**src/hdl/bes_pkg.sv**
```systemverilog
`timescale 1ns / 1ps
`default_nettype none

package bes_pkg;

  localparam int DEPTH  = 32;
  localparam int DATA_W = 32;
  localparam int ADDR_W = $clog2(DEPTH);
  localparam int CNT_W  = $clog2(DEPTH + 1);

  typedef logic signed [DATA_W-1:0] data_t;
  typedef logic [ADDR_W-1:0]        addr_t;
  typedef logic [CNT_W-1:0]         cnt_t;

  typedef enum logic [2:0] {
    ST_COLLECT,
    ST_SORT_CHECK,
    ST_SORT_CMP,
    ST_SORT_WB,
    ST_EMIT_RD,
    ST_EMIT_OUT
  } state_t;

  // controller to datapath
  typedef struct packed {
    logic store;       // write accepted item into the store
    logic sort_init;   // clear scan position, bookmark, sink flag and emit index
    logic cmp_step;    // compare the pair read at scan position, swap first half
    logic swap_wb;     // write the second half of a swap
    logic emit_sel;    // read port a follows the emit index
    logic emit_load;   // load the output register
    logic clear_list;  // list done, back to empty
  } cmd_t;

  // datapath to controller
  typedef struct packed {
    logic sort_more;   // pair at scan position lies inside the list
    logic greater;     // pair at scan position is inverted
    logic out_free;    // output register can take a new result
    logic emit_last;   // emit index points at the last element
  } status_t;

endpackage

`default_nettype wire

```
**src/hdl/bes_if.sv**
```systemverilog
`timescale 1ns / 1ps
`default_nettype none

interface bes_in_if import bes_pkg::*; ();
  logic  valid;
  logic  ready;
  data_t value;
  logic  final_req;

  modport source (output valid, output value, output final_req, input ready);
  modport sink   (input valid, input value, input final_req, output ready);
endinterface

interface bes_out_if import bes_pkg::*; ();
  logic  valid;
  logic  ready;
  data_t sorted_value;
  logic  end_of_list;
  logic  overflowed;

  modport source (output valid, output sorted_value, output end_of_list,
                  output overflowed, input ready);
  modport sink   (input valid, input sorted_value, input end_of_list,
                  input overflowed, output ready);
endinterface

`default_nettype wire

```
**src/hdl/bes_ram.sv**
```systemverilog
`timescale 1ns / 1ps
`default_nettype none

module bes_ram #(
  parameter int WIDTH = 32,
  parameter int DEPTH = 32
) (
  input  wire logic                     clk,
  input  wire logic                     wr_en,
  input  wire logic [$clog2(DEPTH)-1:0] wr_addr,
  input  wire logic [WIDTH-1:0]         wr_data,
  input  wire logic [$clog2(DEPTH)-1:0] rd_addr_a,
  output      logic [WIDTH-1:0]         rd_data_a,
  input  wire logic [$clog2(DEPTH)-1:0] rd_addr_b,
  output      logic [WIDTH-1:0]         rd_data_b
);

  logic [WIDTH-1:0] mem [DEPTH];

  always_ff @(posedge clk) begin
    if (wr_en) begin
      mem[wr_addr] <= wr_data;
    end
    rd_data_a <= mem[rd_addr_a];
    rd_data_b <= mem[rd_addr_b];
  end

endmodule

`default_nettype wire

```
**src/hdl/bes_ctrl.sv**
```systemverilog
`timescale 1ns / 1ps
`default_nettype none

module bes_ctrl import bes_pkg::*; (
  input  wire logic    clk,
  input  wire logic    rst,
  input  wire logic    in_valid,
  input  wire logic    in_final,
  output      logic    in_ready,
  input  wire status_t status,
  output      cmd_t    cmd
);

  state_t state;
  state_t state_next;

  always_ff @(posedge clk) begin
    if (rst) begin
      state <= ST_COLLECT;
    end else begin
      state <= state_next;
    end
  end

  always_comb begin
    state_next = state;
    cmd        = '0;
    in_ready   = 1'b0;
    unique case (state)
      ST_COLLECT: begin
        in_ready      = 1'b1;
        cmd.store     = in_valid;
        cmd.sort_init = in_valid && in_final;
        if (in_valid && in_final) begin
          state_next = ST_SORT_CHECK;
        end
      end
      ST_SORT_CHECK: begin
        // pair read is issued here, data is ready in the compare state
        state_next = status.sort_more ? ST_SORT_CMP : ST_EMIT_RD;
      end
      ST_SORT_CMP: begin
        cmd.cmp_step = 1'b1;
        state_next   = status.greater ? ST_SORT_WB : ST_SORT_CHECK;
      end
      ST_SORT_WB: begin
        cmd.swap_wb = 1'b1;
        state_next  = ST_SORT_CHECK;
      end
      ST_EMIT_RD: begin
        cmd.emit_sel = 1'b1;
        state_next   = ST_EMIT_OUT;
      end
      ST_EMIT_OUT: begin
        cmd.emit_sel = 1'b1;
        if (status.out_free) begin
          cmd.emit_load = 1'b1;
          if (status.emit_last) begin
            cmd.clear_list = 1'b1;
            state_next     = ST_COLLECT;
          end else begin
            state_next = ST_EMIT_RD;
          end
        end
      end
      default: begin
        state_next = ST_COLLECT;
      end
    endcase
  end

`ifndef SYNTH
  a_leave_collect_on_final: assert property (@(posedge clk) disable iff (rst)
    ($past(state) == ST_COLLECT && state != ST_COLLECT) |-> $past(in_valid && in_final))
    else $error("collection ended without a final transaction");

  a_swap_pairs: assert property (@(posedge clk) disable iff (rst)
    (state == ST_SORT_WB) |-> ($past(state) == ST_SORT_CMP && $past(status.greater)))
    else $error("swap write-back without an inverted pair");
`endif

endmodule

`default_nettype wire

```
**src/hdl/bes_dpath.sv**
```systemverilog
`timescale 1ns / 1ps
`default_nettype none

module bes_dpath import bes_pkg::*; (
  input  wire logic    clk,
  input  wire logic    rst,
  input  wire cmd_t    cmd,
  output      status_t status,
  input  wire data_t   in_value,
  input  wire logic    out_ready,
  output      logic    out_valid,
  output      data_t   out_value,
  output      logic    out_eol,
  output      logic    out_ovf
);

  cnt_t  count;
  addr_t pos;
  addr_t mark;
  logic  sink;
  logic  drop;
  addr_t k;
  addr_t hold_addr;
  data_t hold_val;

  logic  wr_en;
  addr_t wr_addr;
  data_t wr_data;
  addr_t rd_addr_a;
  addr_t rd_addr_b;
  data_t rd_a;
  data_t rd_b;
  logic  has_room;

  assign has_room  = (count < cnt_t'(DEPTH));
  assign rd_addr_a = cmd.emit_sel ? k : pos;
  assign rd_addr_b = pos + addr_t'(1);

  always_comb begin
    wr_en   = 1'b0;
    wr_addr = count[ADDR_W-1:0];
    wr_data = in_value;
    priority if (cmd.store) begin
      wr_en = has_room;
    end else if (cmd.cmp_step) begin
      wr_en   = status.greater;
      wr_addr = pos;
      wr_data = rd_b;
    end else if (cmd.swap_wb) begin
      wr_en   = 1'b1;
      wr_addr = hold_addr;
      wr_data = hold_val;
    end
  end

  assign status.sort_more = (({1'b0, pos} + cnt_t'(1)) < count);
  assign status.greater   = (rd_a > rd_b);
  assign status.out_free  = !out_valid || out_ready;
  assign status.emit_last = (({1'b0, k} + cnt_t'(1)) == count);

  bes_ram #(
    .WIDTH(DATA_W),
    .DEPTH(DEPTH)
  ) u_store (
    .clk      (clk),
    .wr_en    (wr_en),
    .wr_addr  (wr_addr),
    .wr_data  (wr_data),
    .rd_addr_a(rd_addr_a),
    .rd_data_a(rd_a),
    .rd_addr_b(rd_addr_b),
    .rd_data_b(rd_b)
  );

  // list bookkeeping and sort scan state
  always_ff @(posedge clk) begin
    if (rst || cmd.clear_list) begin
      count <= '0;
      drop  <= 1'b0;
      pos   <= '0;
      mark  <= '0;
      sink  <= 1'b0;
      k     <= '0;
    end else begin
      if (cmd.store) begin
        if (has_room) begin
          count <= count + cnt_t'(1);
        end else begin
          drop <= 1'b1;
        end
      end
      if (cmd.sort_init) begin
        pos  <= '0;
        mark <= '0;
        sink <= 1'b0;
        k    <= '0;
      end
      if (cmd.cmp_step) begin
        priority if (status.greater) begin
          if (!sink) begin
            mark <= pos;
          end
          sink <= 1'b1;
          pos  <= (pos != '0) ? pos - addr_t'(1) : addr_t'(1);
        end else if (sink) begin
          pos  <= mark + addr_t'(1);
          sink <= 1'b0;
        end else begin
          pos <= pos + addr_t'(1);
        end
      end
      if (cmd.emit_load) begin
        k <= k + addr_t'(1);
      end
    end
  end

  // second half of a swap
  always_ff @(posedge clk) begin
    if (cmd.cmp_step) begin
      hold_addr <= pos + addr_t'(1);
      hold_val  <= rd_a;
    end
  end

  // output register
  always_ff @(posedge clk) begin
    if (rst) begin
      out_valid <= 1'b0;
    end else if (cmd.emit_load) begin
      out_valid <= 1'b1;
    end else if (out_ready) begin
      out_valid <= 1'b0;
    end
  end

  always_ff @(posedge clk) begin
    if (cmd.emit_load) begin
      out_value <= rd_a;
      out_eol   <= status.emit_last;
      out_ovf   <= drop;
    end
  end

`ifndef SYNTH
  a_no_overwrite: assert property (@(posedge clk) disable iff (rst)
    cmd.emit_load |-> (!out_valid || out_ready))
    else $error("result register loaded while holding a pending result");

  a_emit_in_list: assert property (@(posedge clk) disable iff (rst)
    cmd.emit_load |-> (({1'b0, k} < count) && (count <= cnt_t'(DEPTH))))
    else $error("emit index outside the stored list");

  a_idle_scan: assert property (@(posedge clk) disable iff (rst)
    cmd.store |-> (!sink && pos == '0 && k == '0))
    else $error("scan state not cleared while collecting");
`endif

endmodule

`default_nettype wire

```
**src/hdl/bookmark_exchange_sorter_top.sv**
```systemverilog
`timescale 1ns / 1ps
`default_nettype none

// bookmark exchange sorter: signed 32-bit values arrive one transaction per
// cycle on items while collecting and are kept in a 32-entry store (one
// store write per kept transaction); a transaction with final_req high closes
// the list. values beyond 32 are dropped and every result of that list then
// carries overflowed. the list is sorted ascending in place by an exchange
// scan with a bookmark: each neighbour compare is a registered ram read of the
// pair, then the compare, and each swap adds a write-back step because the
// single ram write port writes the two halves in turn. results then leave
// through an output register, each one read, then loaded, the last one flagged
// by end_of_list. items stays low from the final transaction until the last
// result is loaded into the output register; the next list may be collected
// while that last result waits to be taken.
module bookmark_exchange_sorter_top import bes_pkg::*; (
  input wire logic  clk,
  input wire logic  rst,
  bes_in_if.sink    items,
  bes_out_if.source results
);

  cmd_t    cmd;
  status_t status;

  // sequencer: collect, sort scan, emit
  bes_ctrl u_ctrl (
    .clk     (clk),
    .rst     (rst),
    .in_valid(items.valid),
    .in_final(items.final_req),
    .in_ready(items.ready),
    .status  (status),
    .cmd     (cmd)
  );

  // element store, scan registers and result register
  bes_dpath u_dpath (
    .clk      (clk),
    .rst      (rst),
    .cmd      (cmd),
    .status   (status),
    .in_value (items.value),
    .out_ready(results.ready),
    .out_valid(results.valid),
    .out_value(results.sorted_value),
    .out_eol  (results.end_of_list),
    .out_ovf  (results.overflowed)
  );

endmodule

`default_nettype wire

```
**src/flat_wrapper.sv**
```systemverilog
// flat-port wrapper written by rule: the top's interface ports become plain ports
module bookmark_exchange_sorter_top_flat import bes_pkg::*;
  (clk, rst, items_valid, items_value, items_final_req, items_ready, results_valid, results_sorted_value, results_end_of_list, results_overflowed, results_ready);
  bes_in_if items_i ();
  bes_out_if results_i ();
  input wire logic clk;
  input wire logic rst;
  input wire logic [$bits(items_i.valid)-1:0] items_valid;
  input wire logic [$bits(items_i.value)-1:0] items_value;
  input wire logic [$bits(items_i.final_req)-1:0] items_final_req;
  output wire logic [$bits(items_i.ready)-1:0] items_ready;
  output wire logic [$bits(results_i.valid)-1:0] results_valid;
  output wire logic [$bits(results_i.sorted_value)-1:0] results_sorted_value;
  output wire logic [$bits(results_i.end_of_list)-1:0] results_end_of_list;
  output wire logic [$bits(results_i.overflowed)-1:0] results_overflowed;
  input wire logic [$bits(results_i.ready)-1:0] results_ready;
  assign items_i.valid = items_valid;
  assign items_i.value = items_value;
  assign items_i.final_req = items_final_req;
  assign items_ready = items_i.ready;
  assign results_valid = results_i.valid;
  assign results_sorted_value = results_i.sorted_value;
  assign results_end_of_list = results_i.end_of_list;
  assign results_overflowed = results_i.overflowed;
  assign results_i.ready = results_ready;
  bookmark_exchange_sorter_top u_core (.clk(clk), .rst(rst), .items(items_i), .results(results_i));
endmodule
```
**config.mk**
```make
export PLATFORM = sky130hd
export DESIGN_NAME = bookmark_exchange_sorter_top_flat
export DESIGN_NICKNAME = d
export VERILOG_FILES = /design/src/hdl/bes_pkg.sv /design/src/hdl/bes_if.sv /design/src/hdl/bes_ram.sv /design/src/hdl/bes_ctrl.sv /design/src/hdl/bes_dpath.sv /design/src/hdl/bookmark_exchange_sorter_top.sv /design/src/flat_wrapper.sv
export SDC_FILE = /design/constraint.sdc
export NUM_CORES = 2
export LEC_CHECK = 0
export BUFFER_PORTS_ARGS = -buffer_cell sky130_fd_sc_hd__buf_2
export CAP_MARGIN = 10
export CORE_MARGIN = 5
export CORE_UTILIZATION = 55
export CTS_CLUSTER_DIAMETER = 40
export DETAILED_ROUTE_END_ITERATION = 12
export MAX_ROUTING_LAYER = met4
export PLACE_DENSITY = 0.73
export SLEW_MARGIN = 20
export SYNTH_ARGS = -nofsm -noshare
export SYNTH_HDL_FRONTEND = slang
export SYNTH_SLANG_ARGS = --single-unit
export TNS_END_PERCENT = 1
```
**constraint.sdc**
```tcl
create_clock -name clk -period 4.2 [get_ports clk]
set_clock_uncertainty 0.1 [all_clocks]
set_input_delay 0.42 -clock clk [delete_from_list [all_inputs] [get_ports clk]]
set_output_delay 0.42 -clock clk [all_outputs]
set_load 0.05 [all_outputs]
```
==> results.txt <==
The remaining design rule violation count came out at 0. The worst hold slack is 0.0994 ns. The initial utilization of the core area, before any placement, comes to a little under three fifths.

The biggest fanout along the worst timing path came out at 24. Fill cells in the final layout number 6534. The congestion estimate from routability-driven global placement came to 0.880. The sequential cell area is 34700 um^2. The first-pass GRT wire length is 229000 um. The total setup violations reported at the end of the flow is 0. The area share of and/or/nand/nor cells after synthesis came out at 6.03%. Max-cap violations in this run came to 0. Yosys attributes the largest share of cell area to edfxtp_1, mux4_2, dfxtp_1, nand2_1, nand3_1. The number of flip-flops and latches in the synthesized netlist is 1186. The most critical setup path has its startpoint at u_core.u_dpath.u_store.rd_data_b[19]. The post-route fraction of the period consumed by the critical path is 89.7%. The detail-routed net length per standard cell came out at roughly 34 um. The average size of a mapped cell came out at 17.7 um^2.

For this run, the slowest stage of the critical path takes 0.65 ns. The via-per-instance ratio came out at 7.11. The number of global-route vias before repair came out at 33646. The worst setup path is launched from a flip-flop. The critical path goes through inv_1, ha_1, nand4_1, or4_1, a31oi_2, o21ba_2, o311ai_4, buf_12, buf_4, a21oi_4, buf_12. The count of unique library cells instantiated by Yosys came out at 71. The synthesized netlist devotes less than 1% of its cell area to adder and majority cells.

The net total in the final layout is 3327. The worst setup path is of the reg -> reg kind. In the final layout, the share of cells above drive strength 1 is 33.3%. The proportion of synthesized area in mux cells is between 20 and 25%. The run finished with clean final reports. The number of levels in the clock H-tree is 4.

The count of yosys warnings during synthesis is 0. Setup repair after global routing left no endpoint under its margin. After layout, the minimum clock period comes to approximately 3.8 ns.

The synthesized netlist devotes 2.33% of its cell area to compound gates. During placement, the flow inserted port buffers numbering 72. The critical path required time came out at 4.50 ns. The leakage component of the power is about 21 nW.

CTS placed an instance of clkbuf_16 at the clock tree root. The clock edge transition at the registers on the reported setup and hold paths came out at 0.06 ns. STA classifies the critical path endpoint as a flip-flop. The most numerous cell on the critical path is buf_12. The first routing iteration left approximately 5200 violations. Among all flip-flop cells after synthesis, the most frequent one is edfxtp_1.

The worst register-to-register path ends at u_core.u_dpath.u_store.mem[18][18]. The die height is 325 um. In this run the tightest slew margin relative to its limit is about a quarter. The xor-xnor portion of the synthesized cell area is less than 1%. The power density normalized to cell area is 438 nW/um^2. The multi-input gate area in the final layout came out at 19100 um^2. In this run the deepest clock path goes through 3 buffers. The number of endpoints with negative hold slack in the final report is 0.

The via count is 33154. The global-route congestion overflow total came out at 0. The horizontal extent of the die came out at 325 um. The number of antenna violations at the first check in global routing came out at 7. The area after detailed placement came out at approximately 58000 um^2. The highest clock frequency the design can meet came out at 266 MHz.

After synthesis, flip-flops and latches occupy 63.5% of the total area. The iteration count of the initial detailed-routing pass came out at 5. The later-pin clock latency in the skew report is 0.75 ns. After routing the design area is 63000 um^2. The worst-case setup slack after placement is 0.564 ns.

The transition at the pin with the smallest max-transition slack is 1.14 ns. In this run the remaining antenna-violating nets after routing total 0. Across all setup checks in the final design, the least slack found is 0.434 ns. The class of the worst hold path is in -> reg. The placeable core region is 98400 um^2. The register-to-register path setup slack is ~0.43 ns. TritonCTS built the clock tree. The tree built by TritonCTS fans out to 1186 sinks. The slowest cell on the critical path is or4_1. The share of flip-flops with an asynchronous set or reset after synthesis is 0%. Row generation in the floorplan step produced roughly 120 rows. The utilization after layout came out at between 60% and 70%. The final-layout setup total negative slack is 0 ns.

The number of nets in the synthesized netlist is 3161. The count of mapped cells out of synthesis is a little over 3000. The maximum vdd drop is ~0.41 mV.

The critical path data arrival time is 4.06 ns. The final wirelength is 156000 um. Entering global routing, the biggest net connects 82 pins. The area growth from synthesis to layout is 15.3%. The global-route usage over all layers came out at 30.4%. The post-synthesis instance area came out at 54600 um^2. The TritonCTS buffer count came out at 142. The cell depth of the worst flop-to-flop path came out at 11. After synthesis, the largest family of logic cells by area is multiplexers. The final-report max-slew violation count came out at 0.

The portion of synthesized cell area occupied by the leading cell type came out at around 60%. Once detailed placement completed, the half-perimeter wirelength came to 94300 um. The critical path ends at u_core.u_dpath.u_store.mem[18][18]. The startpoint identified for the worst register-to-register timing path is u_core.u_dpath.u_store.rd_data_b[19]. The count of boundary I/O pins is 73. The largest total area in the synthesized netlist belongs to edfxtp_1. The area of the die came out at 106000 um^2. The count of flip-flops with a built-in enable after synthesis came out at around 1100.
## where the power goes
part	switching [mW]	internal, mW	total, mW	leakage, nW
combinational	1.22	0.687	1.91	7.91
clock	5.04	7.32	12.4	2.32
sequential	0.146	13.2	13.3	10.6
total	6.41	21.2	27.6	20.9
## registers in the layout, summed over array words and instances (netlist names), 3 cells and up
register	count
u_core.u_dpath.mark	5
u_core.u_dpath.u_store.rd_data_b	32
u_core.u_ctrl.state	3
u_core.u_dpath.count	6
u_core.u_dpath.u_store.rd_data_a	32
u_core.u_dpath.hold_addr	5
u_core.u_dpath.out_value	32
u_core.u_dpath.k	5
u_core.u_dpath.u_store.mem	1024
u_core.u_dpath.pos	5
u_core.u_dpath.hold_val	32
## kinds of logic (layout without fill, tap and decap cells)
| kind of cell | Yosys count | after routing |
|---|---|---|
| flops | 1186 | 1186 |
| simple gates | 752 | 752 |
| mux | 624 | 624 |
| buf+inv | 267 | 552 |
| compound gates | 196 | 196 |
| fa+ha+maj | 42 | 42 |
| xor+xnor | 15 | 15 |
| other cells | 0 | 6 |
## worst max-delay path, delay by kind of cell (launching register included)
kind                     cells  cell delay (ns)
AND/OR/NAND/NOR              2             1.17
adder cells (fa/ha/maj)      1             0.31
AO/OA/AOI/OAI                4             0.74
buffers and inverters        4             0.71
flip-flops                   1             0.33
## cell usage in the layout, fill, tap and decap left out, types with 29 or more instances in the layout
cell type,synthesis,routed
edfxtp_1,1095,1095
mux4_2,576,576
nand2_1,474,473
nand3_1,182,182
clkbuf_16,0,145
dfxtp_1,91,89
buf_4,26,86
buf_12,0,76
buf_2,71,72
o21ai_1,34,59
inv_1,50,49
nor2_1,41,41
mux2i_1,44,41
ha_1,42,41
a21oi_4,0,34
a21oi_1,33,29
## area by class of cell
class                           instances  area share, %
Timing Repair Buffer                  237           4.06
Clock inverter                         98           1.64
Sequential cell                      1186           55.1
Tap cell                             1287           2.56
Antenna cell                            6         0.0238
Inverter                               52          0.310
Clock buffer                          165           5.96
Multi-Input combinational cell       1629           30.4
## what timing repair did
action	CTS	global route
resized for setup	0	0
hold buffers	3	0
endpoints found under the setup margin	0	0
setup buffers	0	0
hold endpoints to repair	4	0
## layer usage
layer,up-vias,global-route usage (%),routed length [um]
li1,12961,-,-
met1,16984,38.6,54400
met2,2793,45.3,73000
met3,416,11.7,22700
met4,0,11.0,6110
met5,-,-,0
## worst min path at each step
| stage | startpoint | end | slack (ns) | depth (start not counted) |
|---|---|---|---|---|
| 2_1_floorplan | u_core.u_dpath.drop | u_core.u_dpath.out_ovf | 0.31 | 0 |
| 3_3_place_gp | u_core.u_dpath.drop | u_core.u_dpath.out_ovf | 0.32 | 0 |
| 3_5_place_dp | u_core.u_dpath.drop | u_core.u_dpath.out_ovf | 0.32 | 0 |
| 4_1_cts | items_final_req | u_core.u_dpath.pos[2] | 0.04 | 4 |
| 5_1_grt | items_final_req | u_core.u_dpath.pos[2] | 0.11 | 4 |
| 6_report | items_final_req | u_core.u_dpath.pos[2] | 0.1 | 4 |
## synthesized netlist by cell type, types with 6 or more instances
cell type  count
buf_2         71
nor2_1        41
and3_1         6
clkbuf_1      99
nand3_1      182
a21oi_1       33
o21ai_1       34
mux2i_1       44
nand4_1        6
mux4_2       576
edfxtp_1    1095
xor2_1         8
dfxtp_1       91
inv_1         50
xnor2_1        7
a21oi_2       30
ha_1          42
a21o_1         6
buf_4         26
nand2_1      474
nor3_1         7
o21a_1        11
buf_1         14
o21ai_0       45
## through the flow
stage,std cells,total power [mW]
floorplan,3082,14.7
global placement,4388,15.4
detailed placement,4388,15.4
CTS,4654,27.7
global route,4660,28.4
finish,4660,27.6
No activity file was read; power rests on OpenSTA's default activity.
